==> src/hdl/rtka_pkg.sv <==
// Shared types, constants and field widths for the rapid-trigger key actuation block.
// No dependencies; every other file of the block imports it.
`timescale 1ns / 1ps
`default_nettype none

package rtka_pkg;

    localparam int KEY_COUNT = 64;
    localparam int KEY_W     = 6;
    localparam int TRAVEL_W  = 12;
    localparam int MODE_W    = 2;
    localparam int PHASE_W   = 2;
    localparam int CFG_IDX_W = 3;
    localparam int CFG_DAT_W = 12;

    localparam logic [MODE_W-1:0] MODE_FIXED = 2'd0;
    localparam logic [MODE_W-1:0] MODE_RAPID = 2'd1;

    localparam logic [CFG_IDX_W-1:0] CFG_MODE      = 3'd0;
    localparam logic [CFG_IDX_W-1:0] CFG_ACTUATION = 3'd1;
    localparam logic [CFG_IDX_W-1:0] CFG_RESET     = 3'd2;
    localparam logic [CFG_IDX_W-1:0] CFG_DOWN_SENS = 3'd3;
    localparam logic [CFG_IDX_W-1:0] CFG_UP_SENS   = 3'd4;

    typedef logic [KEY_W-1:0]    key_num_t;
    typedef logic [TRAVEL_W-1:0] travel_t;

    typedef enum logic [PHASE_W-1:0] {
        PH_REST = 2'd0,
        PH_DOWN = 2'd1,
        PH_UP   = 2'd2
    } phase_t;

    typedef struct packed {
        phase_t  phase;
        travel_t peak;
        logic    down;
    } key_entry_t;

    localparam key_entry_t KEY_STATE_RESET = '{phase: PH_REST, peak: '0, down: 1'b0};

    typedef struct packed {
        logic [MODE_W-1:0] mode;
        travel_t           actuation;
        travel_t           reset_dist;
        travel_t           down_sens;
        travel_t           up_sens;
    } cfg_t;

    typedef struct packed {
        logic   is_pressed;
        logic   new_press;
        phase_t phase;
    } key_result_t;

endpackage

`default_nettype wire

==> src/hdl/rtka_cfg_regs.sv <==
// Configuration register file: mode, actuation, reset and sensitivity settings.
// Depends on rtka_pkg.
`timescale 1ns / 1ps
`default_nettype none

module rtka_cfg_regs (
    input  wire                               aclk,
    input  wire                               aresetn,
    input  wire                               cfg_valid,
    output logic                              cfg_ready,
    input  wire [rtka_pkg::CFG_IDX_W-1:0]     cfg_index,
    input  wire [rtka_pkg::CFG_DAT_W-1:0]     cfg_data,
    output rtka_pkg::cfg_t                    cfg
);
    import rtka_pkg::*;

    cfg_t cfg_reg;
    cfg_t cfg_next;

    assign cfg_ready = 1'b1;
    assign cfg       = cfg_reg;

    always_comb begin
        cfg_next = cfg_reg;
        if (cfg_valid) begin
            case (cfg_index)
                CFG_MODE:      cfg_next.mode       = cfg_data[MODE_W-1:0];
                CFG_ACTUATION: cfg_next.actuation  = cfg_data[TRAVEL_W-1:0];
                CFG_RESET:     cfg_next.reset_dist = cfg_data[TRAVEL_W-1:0];
                CFG_DOWN_SENS: cfg_next.down_sens  = cfg_data[TRAVEL_W-1:0];
                CFG_UP_SENS:   cfg_next.up_sens    = cfg_data[TRAVEL_W-1:0];
                default:       cfg_next            = cfg_reg;
            endcase
        end
    end

    always_ff @(posedge aclk) begin
        if (!aresetn) begin
            cfg_reg <= '0;
        end else begin
            cfg_reg <= cfg_next;
        end
    end

endmodule

`default_nettype wire

==> src/hdl/rtka_key_mem.sv <==
// Per-key state memory with registered read and per-entry valid bits.
// Depends on rtka_pkg; an entry never written reads as the reset state.
`timescale 1ns / 1ps
`default_nettype none

module rtka_key_mem (
    input  wire                          aclk,
    input  wire                          aresetn,
    input  wire                          rd_en,
    input  wire [rtka_pkg::KEY_W-1:0]    rd_addr,
    output rtka_pkg::key_entry_t         rd_data,
    input  wire                          wr_en,
    input  wire [rtka_pkg::KEY_W-1:0]    wr_addr,
    input  rtka_pkg::key_entry_t         wr_data
);
    import rtka_pkg::*;

    key_entry_t             mem [KEY_COUNT];
    logic [KEY_COUNT-1:0]   valid_reg;
    key_entry_t             rd_data_reg;

    assign rd_data = rd_data_reg;

    always_ff @(posedge aclk) begin
        if (wr_en) begin
            mem[wr_addr] <= wr_data;
        end
    end

    always_ff @(posedge aclk) begin
        if (rd_en) begin
            rd_data_reg <= valid_reg[rd_addr] ? mem[rd_addr] : KEY_STATE_RESET;
        end
    end

    always_ff @(posedge aclk) begin
        if (!aresetn) begin
            valid_reg <= '0;
        end else if (wr_en) begin
            valid_reg[wr_addr] <= 1'b1;
        end
    end

endmodule

`default_nettype wire

==> src/hdl/rtka_key_update.sv <==
// Next-state logic for one key sample: fixed actuation and rapid-trigger phase machine.
// Depends on rtka_pkg; purely combinational.
`timescale 1ns / 1ps
`default_nettype none

module rtka_key_update (
    input  rtka_pkg::cfg_t                  cfg,
    input  wire [rtka_pkg::KEY_W-1:0]       key_number,
    input  wire [rtka_pkg::TRAVEL_W-1:0]    travel,
    input  rtka_pkg::key_entry_t            cur,
    output rtka_pkg::key_entry_t            nxt,
    output rtka_pkg::key_result_t           result,
    output logic                            in_range
);
    import rtka_pkg::*;

    logic [TRAVEL_W:0] t_plus_up;
    logic [TRAVEL_W:0] pk_plus_down;
    logic              at_reset;

    assign in_range     = (int'(key_number) < KEY_COUNT);
    assign t_plus_up    = {1'b0, travel} + {1'b0, cfg.up_sens};
    assign pk_plus_down = {1'b0, cur.peak} + {1'b0, cfg.down_sens};
    assign at_reset     = (travel <= cfg.reset_dist);

    always_comb begin
        nxt = cur;
        if (cfg.mode == MODE_FIXED) begin
            nxt.down = (travel >= cfg.actuation);
        end else if (cfg.mode == MODE_RAPID) begin
            case (cur.phase)
                PH_REST: begin
                    if (travel > cfg.actuation) begin
                        nxt = '{phase: PH_DOWN, peak: travel, down: 1'b1};
                    end
                end
                PH_DOWN: begin
                    if (at_reset) begin
                        nxt = '{phase: PH_REST, peak: travel, down: 1'b0};
                    end else if (t_plus_up < {1'b0, cur.peak}) begin
                        nxt = '{phase: PH_UP, peak: travel, down: 1'b0};
                    end else if (travel > cur.peak) begin
                        nxt.peak = travel;
                    end
                end
                PH_UP: begin
                    if (at_reset) begin
                        nxt = '{phase: PH_REST, peak: travel, down: 1'b0};
                    end else if (pk_plus_down < {1'b0, travel}) begin
                        nxt = '{phase: PH_DOWN, peak: travel, down: 1'b1};
                    end else if (travel < cur.peak) begin
                        nxt.peak = travel;
                    end
                end
                default: nxt = cur;
            endcase
        end
    end

    always_comb begin
        if (in_range) begin
            result.is_pressed = nxt.down;
            result.new_press  = !cur.down && nxt.down;
            result.phase      = nxt.phase;
        end else begin
            result = '{is_pressed: 1'b0, new_press: 1'b0, phase: PH_REST};
        end
    end

endmodule

`default_nettype wire

==> src/hdl/rapid_trigger_key_actuation.sv <==
// Rapid-trigger key actuation: one result per key travel sample, one sample per clock
// while the result output is not stalled. A sample is taken into the input stage while
// its key state is read from a state memory with one read port, one write port and
// registered read; the result register follows the input stage. The next sample is
// accepted in the same cycle the previous one is written back, and a one-entry forward
// of the last write-back covers a repeated key. No clearing pass follows reset: per-key
// valid bits return rest state.
// Depends on rtka_pkg, rtka_cfg_regs, rtka_key_mem and rtka_key_update.
`timescale 1ns / 1ps
`default_nettype none

module rapid_trigger_key_actuation (
    input  wire                              aclk,
    input  wire                              aresetn,
    input  wire                              cfg_valid,
    output logic                             cfg_ready,
    input  wire [rtka_pkg::CFG_IDX_W-1:0]    cfg_index,
    input  wire [rtka_pkg::CFG_DAT_W-1:0]    cfg_data,
    input  wire                              s_valid,
    output logic                             s_ready,
    input  wire [rtka_pkg::KEY_W-1:0]        s_key_number,
    input  wire [rtka_pkg::TRAVEL_W-1:0]     s_travel,
    output logic                             m_valid,
    input  wire                              m_ready,
    output logic [rtka_pkg::KEY_W-1:0]       m_key_out,
    output logic                             m_is_pressed,
    output logic                             m_new_press,
    output logic [rtka_pkg::PHASE_W-1:0]     m_phase_out
);
    import rtka_pkg::*;

    cfg_t        cfg;
    logic        s_accept;
    logic        s1_adv;

    logic        s1_valid_reg;
    key_num_t    s1_key_reg;
    travel_t     s1_travel_reg;

    logic        last_valid_reg;
    key_num_t    last_key_reg;
    key_entry_t  last_state_reg;

    logic        m_valid_reg;
    key_num_t    m_key_reg;
    key_result_t m_result_reg;

    key_entry_t  rd_state;
    key_entry_t  cur_state;
    key_entry_t  nxt_state;
    key_result_t result;
    logic        in_range;
    logic        wr_en;

    rtka_cfg_regs u_cfg (
        .aclk      (aclk),
        .aresetn   (aresetn),
        .cfg_valid (cfg_valid),
        .cfg_ready (cfg_ready),
        .cfg_index (cfg_index),
        .cfg_data  (cfg_data),
        .cfg       (cfg)
    );

    rtka_key_mem u_mem (
        .aclk    (aclk),
        .aresetn (aresetn),
        .rd_en   (s_accept),
        .rd_addr (s_key_number),
        .rd_data (rd_state),
        .wr_en   (wr_en),
        .wr_addr (s1_key_reg),
        .wr_data (nxt_state)
    );

    rtka_key_update u_update (
        .cfg        (cfg),
        .key_number (s1_key_reg),
        .travel     (s1_travel_reg),
        .cur        (cur_state),
        .nxt        (nxt_state),
        .result     (result),
        .in_range   (in_range)
    );

    assign s1_adv   = !m_valid_reg || m_ready;
    assign s_ready  = !s1_valid_reg || s1_adv;
    assign s_accept = s_valid && s_ready;
    assign wr_en    = s1_valid_reg && s1_adv && in_range;

    // forward the most recent write-back of the same key
    assign cur_state = (last_valid_reg && (last_key_reg == s1_key_reg)) ? last_state_reg
                                                                        : rd_state;

    assign m_valid      = m_valid_reg;
    assign m_key_out    = m_key_reg;
    assign m_is_pressed = m_result_reg.is_pressed;
    assign m_new_press  = m_result_reg.new_press;
    assign m_phase_out  = m_result_reg.phase;

    always_ff @(posedge aclk) begin
        if (!aresetn) begin
            s1_valid_reg   <= 1'b0;
            last_valid_reg <= 1'b0;
            m_valid_reg    <= 1'b0;
        end else begin
            if (s_ready) begin
                s1_valid_reg <= s_valid;
            end
            if (wr_en) begin
                last_valid_reg <= 1'b1;
            end
            if (s1_adv) begin
                m_valid_reg <= s1_valid_reg;
            end
        end
    end

    always_ff @(posedge aclk) begin
        if (s_accept) begin
            s1_key_reg    <= s_key_number;
            s1_travel_reg <= s_travel;
        end
        if (wr_en) begin
            last_key_reg   <= s1_key_reg;
            last_state_reg <= nxt_state;
        end
        if (s1_adv && s1_valid_reg) begin
            m_key_reg    <= s1_key_reg;
            m_result_reg <= result;
        end
    end

endmodule

`default_nettype wire

==> config.mk <==
export PLATFORM = sky130hd
export DESIGN_NAME = rapid_trigger_key_actuation
export DESIGN_NICKNAME = d
export VERILOG_FILES = /design/src/hdl/rtka_pkg.sv /design/src/hdl/rtka_cfg_regs.sv /design/src/hdl/rtka_key_mem.sv /design/src/hdl/rtka_key_update.sv /design/src/hdl/rapid_trigger_key_actuation.sv
export SDC_FILE = /design/constraint.sdc
export NUM_CORES = 1
export LEC_CHECK = 0
export BUFFER_PORTS_ARGS = -buffer_cell sky130_fd_sc_hd__buf_2
export CORE_MARGIN = 5
export CORE_UTILIZATION = 45
export DETAILED_ROUTE_END_ITERATION = 10
export PLACE_DENSITY = 0.6
export SYNTH_ARGS = -nofsm -noshare
export SYNTH_HDL_FRONTEND = slang
export SYNTH_SLANG_ARGS = --single-unit
==> constraint.sdc <==
create_clock -name aclk -period 7.4 [get_ports aclk]
set_input_delay 0.37 -clock aclk [delete_from_list [all_inputs] [get_ports aclk]]
set_output_delay 0.37 -clock aclk [all_outputs]
set_load 0.03 [all_outputs]
==> results.sh, run 1 <==
export IMPL_outcome="finished, final reports clean"
export IMPL_setup_viol=0
export IMPL_yosysUniqueCellTypes=63
export IMPL_grt_pass1_vias=23721
export IMPL_netlist_instances=2303
export IMPL_fin_nets=2608
export IMPL_track_usage_pct=21.3
export IMPL_top_layer_used="met4"
export IMPL_grt_max_degree=96
export IMPL_ios=51
export IMPL_ys_warn_count=0
export IMPL_htreeDepth=3
export IMPL_postLayoutCellArea_um2=52300
export IMPL_place_congestion=0.820
export IMPL_required_ns=7.87
export IMPL_arrival_ns=7.44
export IMPL_clock_path_buffers=3
export IMPL_slew_viol_final=0
export IMPL_dieArea_um2=108000
export IMPL_cp_end_kind="flop"
export IMPL_async_flop_share_pct=0
export IMPL_numPortBuffers=49
export IMPL_m1WireLength_um=46000
export IMPL_largest_reg_flops=960
export IMPL_post_cts_buffers=0
export IMPL_ir_worst_vdd_mv=0.185
export IMPL_final_common_cell="edfxtp_1"
export IMPL_fp_dieH_um=328
export IMPL_cts_sinks=1132
export IMPL_area_growth_pct=14.5
export IMPL_numCtsBuffers=114
export IMPL_num_rows=116
export IMPL_grt_pass1_wl_um=166000
export IMPL_synth_edf_count=1015
export IMPL_avgSynthCellArea_um2=19.8
export IMPL_overflow=0
export IMPL_wl_met2_um=56100
export IMPL_antenna_left=0
export IMPL_route_detailed_drc=0
export IMPL_leakagePower_nw=17.0
export IMPL_antenna_found_initial=9
export IMPL_p_total_mw=13.8
export IMPL_wl_per_cell_um=29.3
export IMPL_synth_seq_area_share_pct=71.9
export IMPL_cts_tree="yes"
export IMPL_ys_seq_elements=1132
export IMPL_synth_area_um2=45600
export IMPL_dr_pass1_iters=5
export IMPL_powerDensity_nw_per_um2=265
export IMPL_period_minus_slack_ns=6.97
export IMPL_fill_cells=7911
export IMPL_final_hold_viol_count=0
export IMPL_layout_common_cells="edfxtp_1, mux4_2, nand2_1"
export IMPL_grt_setup_unrepaired="false"
export IMPL_slew_headroom_pct=9.13
export IMPL_synth_nets=2426
export IMPL_max_freq_mhz=144
export IMPL_route_met3_wl_um=9480
export IMPL_fin_crit_sh_pct=94.1
export IMPL_clock_latency_ns=0.69
export IMPL_placed_area_um2=48100
export IMPL_min_path_type="input pin to flop"
export IMPL_tightest_slew_ns=1.36
export IMPL_path_max_fanout=32
export IMPL_vias=23014
export IMPL_drv_cap=0
export IMPL_initial_utilization_pct=45.4
export IMPL_cts_root_buffer="clkbuf_16"
export IMPL_whs_ns=0.0525
export IMPL_ys_flop_type="edfxtp_1"
export IMPL_drive_above_1_share_pct=26.7
export IMPL_skew_ns=0.0194
export IMPL_core_area_um2=100000
export IMPL_drt_iter0_markers=2392
export IMPL_path_class="flop to flop"
export IMPL_die_x_um=328
export IMPL_crit_path_start_kind="flop"
export IMPL_wl_um=116000
export IMPL_post_drt_via_cell_ratio=5.83
export IMPL_dp_hpwl_um=66700
export IMPL_clk_pin_slew_worst_paths_ns=0.06
-- critical path, stage by stage, from the launching register on --
cell and delay (ns):
edfxtp_1 0.49, xor2_1 0.19, or3_1 0.39, nor2_2 0.35, buf_4 0.28, mux2_2 0.37
ha_1 0.32, a21oi_1 0.23, o21bai_1 0.10, a21o_1 0.20, a21oi_1 0.26, o21ai_0 0.15
a21oi_1 0.19, xnor2_1 0.09, ha_1 0.30, nand3_1 0.09, o41ai_1 0.37, a311oi_1 0.14
nor2b_1 0.22, o41ai_4 0.42, buf_12 0.29, mux2i_4 0.81, buf_4 0.45
-- layout make-up --
class | instances | area, µm² | area share [%]
Clock inverter | 67 | 763 | 1.46
Tap cell | 1357 | 1700 | 3.25
Inverter | 53 | 199 | 0.381
Antenna cell | 4 | 10.0 | 0.0192
Multi-Input combinational cell | 1009 | 12300 | 23.6
Timing Repair Buffer | 175 | 1370 | 2.61
Sequential cell | 1132 | 32800 | 62.8
Clock buffer | 148 | 3100 | 5.92
-- cells by family after synthesis --
family                     after synthesis  synth area share [%]
AOI/OAI and AO/OA                      224                  3.43
xor gates and xnor gates                25                 0.480
adders and majority gates               85                  2.36
buffers and inverters                  163                  1.52
DFF                                   1132                  71.9
muxes                                  364                  17.2
other                                    1               0.00822
and+or+nand+nor                        309                  3.07
-- final timing paths --
path / start / endpoint / slack, ns / depth (start not counted)
min reg2reg: u_mem.valid_reg[3]$_SDFFE_PN0P_ / u_mem.valid_reg[3]$_SDFFE_PN0P_ / 0.46 / 1
min: m_ready / m_valid$_SDFFE_PN0P_ / 0.05 / 3
max reg2reg: s1_key_reg[2]$_DFFE_PP_ / u_mem.mem[45][8]$_DFFE_PP_ / 0.43 / 22
max: s1_key_reg[2]$_DFFE_PP_ / u_mem.mem[45][8]$_DFFE_PP_ / 0.43 / 22
-- Yosys cell counts, types with 3 or more instances --
cell type | instances | area (µm²)
nor2b_1 | 25 | 156
o21bai_1 | 3 | 22.5
buf_2 | 29 | 145
xor2_1 | 11 | 96.3
and3_1 | 3 | 18.8
nand3b_1 | 4 | 30.0
and4_1 | 3 | 26.3
ha_1 | 83 | 1040
mux4_2 | 335 | 7540
mux2_2 | 15 | 169
xnor2_1 | 14 | 123
o211ai_1 | 3 | 22.5
a211oi_1 | 5 | 37.5
nand2_1 | 129 | 484
nor3_1 | 6 | 30.0
nand4_1 | 10 | 62.6
a21o_1 | 10 | 75.1
o21ai_0 | 18 | 90.1
a21boi_0 | 50 | 375
nor2_1 | 83 | 312
buf_4 | 4 | 30.0
dfxtp_1 | 117 | 2340
a31oi_1 | 3 | 18.8
a21oi_1 | 44 | 220
buf_1 | 5 | 18.8
edfxtp_1 | 1015 | 30500
o21a_1 | 68 | 510
nand2b_1 | 4 | 25.0
or3_1 | 4 | 25.0
inv_1 | 53 | 199
nand3_1 | 18 | 90.1
buf_6 | 4 | 45.0
clkbuf_1 | 68 | 255
nor4_1 | 4 | 25.0
mux2i_1 | 14 | 140
and2_1 | 4 | 25.0
nor3b_1 | 3 | 22.5
-- timing repair --
action	in CTS	in global routing
hold buffers	25	0
resized for setup	0	1
setup endpoints to repair	0	38
endpoints found under the hold margin	60	0
-- through the flow --
step | TNS [ns] | worst slack, ns | utilization (%) | cells
after global placement | 0 | 0.437 | 47.9 | 3700
after floorplan | -342.47 | -0.481 | - | 2303
final | 0 | 0.433 | 52.0 | 3945
after detailed placement | 0 | 0.224 | 47.9 | 3700
after CTS | 0 | 0.191 | 52.0 | 3940
after global routing | 0 | 0.0647 | 52.0 | 3941
-- per-layer routing --
| layer | up-vias | track usage (%) |
|---|---|---|
| li1 | 9774 | - |
| met1 | 12144 | 28.5 |
| met2 | 897 | 34.8 |
| met3 | 199 | 5.18 |
| met4 | 0 | 7.17 |
| met5 | - | 0 |
-- power by group --
group | internal (mW) | switching, mW | total [mW]
clock | 3.50 | 2.40 | 5.90
combinational | 0.326 | 0.521 | 0.847
sequential | 7.05 | 0.0259 | 7.08
Power figures use the tool's default switching activity.
==> run 2, diff against run 1 <==
==> constraint.sdc (replaced) <==
create_clock -name aclk -period 7.4 [get_ports aclk]
set_input_delay 1.11 -clock aclk [delete_from_list [all_inputs] [get_ports aclk]]
set_output_delay 1.11 -clock aclk [all_outputs]
set_load 0.03 [all_outputs]
==> run 2 against run 1 <==
  * Hold slack better by 0.41 ns
  * Combinational power decreased by 0.8%
  * Non-clock buffer count is 15 lower
  * Largest power group unchanged
  * Largest cell class unchanged
==> results.sh, run 2 (synthesis results as in run 1) <==
export IMPL_r2r_end="u_mem.mem[48][2]$_DFFE_PP_"
export IMPL_tns_ns=0
export IMPL_dr_pass1_iters=5
export IMPL_setup_viol=0
export IMPL_path_max_fanout=34
export IMPL_cts_tree="yes"
export IMPL_grt_pass1_vias=23597
export IMPL_cts_root_buffer="clkbuf_16"
export IMPL_cp_end_kind="flop"
export IMPL_finalWorstSetupSlack_ns=0.441
export IMPL_post_drt_via_cell_ratio=5.86
export IMPL_largest_reg_flops=960
export IMPL_antenna_left=0
export IMPL_clk_pin_slew_worst_paths_ns=0.06
export IMPL_holdPathStages=1
export IMPL_dieArea_um2=108000
export IMPL_crit_path_start_kind="flop"
export IMPL_dp_hpwl_um=67300
export IMPL_fin_crit_sh_pct=94.0
export IMPL_seq_area_um2=32800
export IMPL_min_path_type="flop to flop"
export IMPL_rr_worst_depth=22
export IMPL_required_ns=7.86
export IMPL_vias=22993
export IMPL_numPortBuffers=49
export IMPL_place_ws_ns=0.540
export IMPL_fp_dieH_um=328
export IMPL_post_cts_buffers=0
export IMPL_die_x_um=328
export IMPL_worstHoldStart="u_mem.valid_reg[18]$_SDFFE_PN0P_"
export IMPL_skew_ns=0.0207
export IMPL_hold_buffers=0
export IMPL_period_minus_slack_ns=6.96
export IMPL_r2r_slack_ns=0.44
export IMPL_place_congestion=0.819
export IMPL_final_common_cell="edfxtp_1"
export IMPL_final_util_pct=51.6
export IMPL_cts_sinks=1132
export IMPL_powerDensity_nw_per_um2=261
export IMPL_drt_iter0_markers=2217
export IMPL_tightest_slew_ns=1.29
export IMPL_grt_max_degree=75
export IMPL_drive_above_1_share_pct=27.2
export IMPL_wl_um=114000
export IMPL_track_usage_pct=21.2
export IMPL_fin_nets=2591
export IMPL_area_growth_pct=13.5
export IMPL_slew_headroom_pct=14.0
export IMPL_clock_latency_ns=0.69
export IMPL_ios=51
export IMPL_drv_cap=0
export IMPL_leakagePower_nw=16.8
export IMPL_min_to="u_mem.valid_reg[18]$_SDFFE_PN0P_"
export IMPL_post_cts_resized_instances=0
export IMPL_path_class="flop to flop"
export IMPL_ir_worst_vdd_mv=0.173
export IMPL_max_freq_mhz=144
export IMPL_core_area_um2=100000
export IMPL_overflow=0
export IMPL_antenna_found_initial=8
export IMPL_rr_startpoint="s1_key_reg[2]$_DFFE_PP_"
export IMPL_clock_path_buffers=3
export IMPL_num_rows=116
export IMPL_multi_input_area_um2=12300
export IMPL_grt_setup_unrepaired="false"
export IMPL_grt_pass1_wl_um=166000
export IMPL_htreeDepth=3
export IMPL_fill_cells=7948
export IMPL_initial_utilization_pct=45.4
export IMPL_layout_common_cells="edfxtp_1, mux4_2, nand2_1"
export IMPL_slew_viol_final=0
export IMPL_numCtsBuffers=113
export IMPL_wl_per_cell_um=29.0
export IMPL_route_detailed_drc=0
export IMPL_p_total_mw=13.5
export IMPL_final_hold_viol_count=0
export IMPL_outcome="finished, final reports clean"
export IMPL_arrival_ns=7.42
==> run 2: cell types whose count changed in the layout (fill, tap and decap cells not counted), sizes merged <==
cell,change
clkinv,+9
buf,+10
clkbuf,-15
diode,+2
bufinv,-5
inv,+1
mux2i,-1
dlygate4sd3,-25
clkinvlp,+5
==> run 2: report_power, final <==
group          switching (mW)  internal (mW)  leakage (nW)
combinational           0.521          0.319          4.88
clock                    2.37           3.20          1.75
sequential             0.0256           7.05          10.2
total                    2.92           10.6          16.8
==> run 2: critical path, stage by stage, from the launching register on <==
cell      delay [ns]
edfxtp_1        0.48
xor2_1          0.19
or3_1           0.41
nor2_2          0.27
buf_4           0.33
mux2_2          0.39
ha_1            0.32
a21oi_1         0.22
o21bai_1        0.10
a21o_1          0.20
a21oi_1         0.26
o21ai_0         0.15
a21oi_1         0.19
xnor2_1         0.10
ha_1            0.28
nand3_1         0.10
o41ai_1         0.37
a311oi_1        0.13
nor2b_1         0.23
o41ai_4         0.36
buf_4           0.26
mux2i_4         0.89
buf_4           0.46
==> run 2: worst max path at each step <==
stage	start	to	depth (start not counted)	slack (ns)
6_report	s1_key_reg[2]$_DFFE_PP_	u_mem.mem[48][2]$_DFFE_PP_	22	0.44
5_1_grt	s1_key_reg[2]$_DFFE_PP_	u_mem.mem[33][1]$_DFFE_PP_	23	0.04
3_5_place_dp	s1_key_reg[2]$_DFFE_PP_	u_mem.mem[33][2]$_DFFE_PP_	22	0.54
2_1_floorplan	m_key_out[0]$_DFFE_PP_	last_state_reg[6]$_DFFE_PP_	23	-0.48
4_1_cts	s1_key_reg[2]$_DFFE_PP_	u_mem.mem[54][2]$_DFFE_PP_	22	0.51
3_3_place_gp	s1_key_reg[2]$_DFFE_PP_	u_mem.mem[62][7]$_DFFE_PP_	23	0.60
==> run 2: layer usage <==
layer,share of wire [%],up-vias,track usage (%),routed length (µm)
met5,0,-,0,0
li1,-,9736,-,-
met3,7.8,164,4.77,8910
met2,49,783,34.9,55600
met4,3.4,0,6.67,3860
met1,40,12310,28.5,45500
==> run 2: metrics by stage <==
stage	hold WS, ns	instances	instance area [µm²]
2_1_floorplan	0.421	2303	45600
3_3_place_gp	0.441	3710	48200
3_5_place_dp	0.450	3710	48200
4_1_cts	0.464	3920	51800
5_1_grt	0.470	3920	51800
6_report	0.461	3926	51800
==> run 2: final cells by class <==
type | instances | share of cell area (%)
diodes | 6 | 0.0290
clock buffers | 133 | 5.66
clock inverters | 77 | 1.29
inverters | 53 | 0.384
multi-input cells | 1008 | 23.7
flip-flops and latches | 1132 | 63.4
well taps | 1357 | 3.28
repair buffers | 160 | 2.25
==> run 3, diff against run 2 <==
--- a/config.mk
+++ b/config.mk
@@ -7,9 +7,10 @@
 export LEC_CHECK = 0
 export BUFFER_PORTS_ARGS = -buffer_cell sky130_fd_sc_hd__buf_2
 export CORE_MARGIN = 5
-export CORE_UTILIZATION = 45
+export CORE_UTILIZATION = 57
 export DETAILED_ROUTE_END_ITERATION = 10
-export PLACE_DENSITY = 0.6
+export GPL_ROUTABILITY_DRIVEN = 0
+export PLACE_DENSITY = 0.74
 export SYNTH_ARGS = -nofsm -noshare
 export SYNTH_HDL_FRONTEND = slang
 export SYNTH_SLANG_ARGS = --single-unit
==> run 3 against run 2 <==
  * Fmax up 8.5%
  * Wire length decreased by 2.3%
  * Via count rose by 3.7%
  * Count of clock-buffer cells in the layout is 9 lower
  * Global-route usage is 4.7 points higher
  * Hold slack hardly changed
  * First-iteration DRC count is 28% higher
  * Critical path type unchanged
==> results.sh, run 3 (synthesis results as in run 1) <==
export IMPL_outcome="finished, final reports clean"
export IMPL_final_common_cell="edfxtp_1"
export IMPL_combinationalPowerShare_pct=6.1
export IMPL_slowest_stage="mux2_2"
export IMPL_cts_sinks=1132
export IMPL_dp_cells=3399
export IMPL_drive_above_1_share_pct=28.2
export IMPL_layout_common_cells="edfxtp_1, mux4_2, nand2_1"
export IMPL_clk_pin_slew_worst_paths_ns=0.06
export IMPL_power_internal_mw=10.7
export IMPL_slew_headroom_pct=20.6
export IMPL_grt_max_degree=92
export IMPL_vias=23837
export IMPL_ir_worst_vdd_mv=0.197
export IMPL_place_ws_ns=1.05
export IMPL_clkPwrFrac_pct=42.2
export IMPL_antenna_left=0
export IMPL_cts_tree="yes"
export IMPL_rr_startpoint="s1_key_reg[3]$_DFFE_PP_"
export IMPL_min_path_type="flop to flop"
export IMPL_p_seq_share_pct=51.8
export IMPL_path_class="flop to flop"
export IMPL_finalWorstSetupSlack_ns=0.985
export IMPL_route_detailed_drc=0
export IMPL_crit_path_start_kind="flop"
export IMPL_dr_pass1_iters=5
export IMPL_fp_dieH_um=293
export IMPL_grt_pass1_wl_um=163000
export IMPL_fin_crit_sh_pct=86.7
export IMPL_area_growth_pct=13.2
export IMPL_dieArea_um2=85800
export IMPL_cp_end_kind="flop"
export IMPL_htreeDepth=3
export IMPL_final_hold_viol_count=0
export IMPL_postLayoutCellArea_um2=51700
export IMPL_path_cells="xor2_1 -> or3_1 -> nor2_2 -> buf_4 -> mux2_2 -> ha_1 -> a21o_1 -> a21oi_1 -> o21bai_1 -> a21o_1 -> a21oi_1 -> inv_1 -> a21oi_1 -> xnor2_1 -> ha_1 -> a21oi_1 -> nand2_1 -> a21oi_1 -> nor2_1 -> a311oi_1 -> nor2b_1 -> o41ai_4 -> mux2_2 -> buf_4"
export IMPL_post_cts_resized_instances=0
export IMPL_numPortBuffers=49
export IMPL_wl_um=111000
export IMPL_grt_setup_unrepaired="false"
export IMPL_top_usage_layer="met2"
export IMPL_post_drt_via_cell_ratio=6.61
export IMPL_largest_reg_flops=960
export IMPL_die_x_um=293
export IMPL_crit_end="u_mem.mem[45][1]$_DFFE_PP_"
export IMPL_grt_use_met2_pct=42.1
export IMPL_final_cell_count_no_fill=3606
export IMPL_antenna_found_initial=5
export IMPL_grt_met3_usage_pct=5.56
export IMPL_r2r_slack_ns=0.99
export IMPL_arrival_ns=6.90
export IMPL_max_freq_mhz=156
export IMPL_dp_hpwl_um=66100
export IMPL_grt_pass1_vias=23938
export IMPL_placed_area_um2=47900
export IMPL_track_usage_pct=26.0
export IMPL_clock_path_buffers=3
export IMPL_num_rows=103
export IMPL_tightest_slew_ns=1.19
export IMPL_numCtsBuffers=108
export IMPL_cts_root_buffer="clkbuf_16"
export IMPL_hold_buffers=0
export IMPL_setup_viol=0
export IMPL_ios=51
export IMPL_required_ns=7.89
export IMPL_leakagePower_nw=16.9
export IMPL_crit_top_cell="a21oi_1"
export IMPL_powerDensity_nw_per_um2=265
export IMPL_startpoint="s1_key_reg[3]$_DFFE_PP_"
export IMPL_wl_per_cell_um=30.8
export IMPL_cpPeakStageDelay_ns=0.65
export IMPL_core_area_um2=79300
export IMPL_period_minus_slack_ns=6.41
export IMPL_fin_nets=2582
export IMPL_drv_cap=0
export IMPL_initial_utilization_pct=57.6
export IMPL_swShare_pct=21.5
export IMPL_slew_viol_final=0
export IMPL_post_cts_buffers=0
export IMPL_path_max_fanout=26
export IMPL_grtUsageMet1_pct=36.6
export IMPL_overflow=0
export IMPL_rr_worst_depth=24
export IMPL_drt_iter0_markers=2835
export IMPL_skew_ns=0.0452
export IMPL_switchingPower_mw=2.94
export IMPL_r2r_end="u_mem.mem[45][1]$_DFFE_PP_"
export IMPL_clock_latency_ns=0.70
run 3: changes by cell type in the layout (fill, tap and decap cells not counted), moves of 6 or more:
cell / before / now
bufinv_16: 11 / 17
nor2_1: 81 / 65
buf_12: 5 / 12
buf_4: 108 / 97
clkinv_1: 28 / 22
clkbuf_1: 18 / 11
nor2_2: 3 / 19
run 3: final cells by class:
class	instances	area, µm²
Clock buffer	124	2820
Clock inverter	81	942
Sequential cell	1132	32800
Multi-Input combinational cell	1008	12300
Tap cell	1050	1310
Timing Repair Buffer	156	1220
Antenna cell	2	5.00
Inverter	53	199
Fill cell	5027	27600
run 3: how the worst min path moves through the flow:
stage | start | to | slack (ns) | depth (start not counted)
2_1_floorplan | s1_key_reg[3]$_DFFE_PP_ | m_key_out[3]$_DFFE_PP_ | 0.42 | 0
3_3_place_gp | u_mem.valid_reg[18]$_SDFFE_PN0P_ | u_mem.valid_reg[18]$_SDFFE_PN0P_ | 0.44 | 1
3_5_place_dp | u_mem.valid_reg[54]$_SDFFE_PN0P_ | u_mem.valid_reg[54]$_SDFFE_PN0P_ | 0.45 | 1
4_1_cts | u_mem.valid_reg[26]$_SDFFE_PN0P_ | u_mem.valid_reg[26]$_SDFFE_PN0P_ | 0.47 | 1
5_1_grt | u_mem.valid_reg[26]$_SDFFE_PN0P_ | u_mem.valid_reg[26]$_SDFFE_PN0P_ | 0.47 | 1
6_report | u_mem.valid_reg[26]$_SDFFE_PN0P_ | u_mem.valid_reg[26]$_SDFFE_PN0P_ | 0.46 | 1
run 3: through the flow:
stage	hold WS, ns	setup TNS (ns)	total power, mW	utilization, %
after floorplan	0.421	-342.47	7.74	-
after detailed placement	0.450	0	8.04	60.4
after global placement	0.440	0	8.01	60.4
after CTS	0.466	0	13.8	65.2
final	0.462	0	13.7	65.2
after global routing	0.470	0	14.1	65.2
run 3: layer usage:
layer | wire length [µm] | share of wire (%)
met1 | 43000 | 39
met2 | 54600 | 49
met3 | 10400 | 9.3
met4 | 3320 | 3.0
met5 | 0 | 0
run 3: power by group through the flow:
stage	sequential, mW	combinational [mW]	clock (mW)
6_report	7.08	0.830	5.76
5_1_grt	7.08	0.888	6.12
4_1_cts	7.08	0.834	5.84
3_5_place_dp	7.21	0.826	0
3_3_place_gp	7.21	0.802	0
2_1_floorplan	7.22	0.523	0
run 3: worst max-delay path: cells and delay by family (launching register included):
family,cells,cell delay [ns]
compound gates,10,2.09
simple gates,5,0.99
mux,2,1.05
flops,1,0.53
xor+xnor,2,0.35
fa+ha+maj,2,0.58
buf+inv,3,0.64
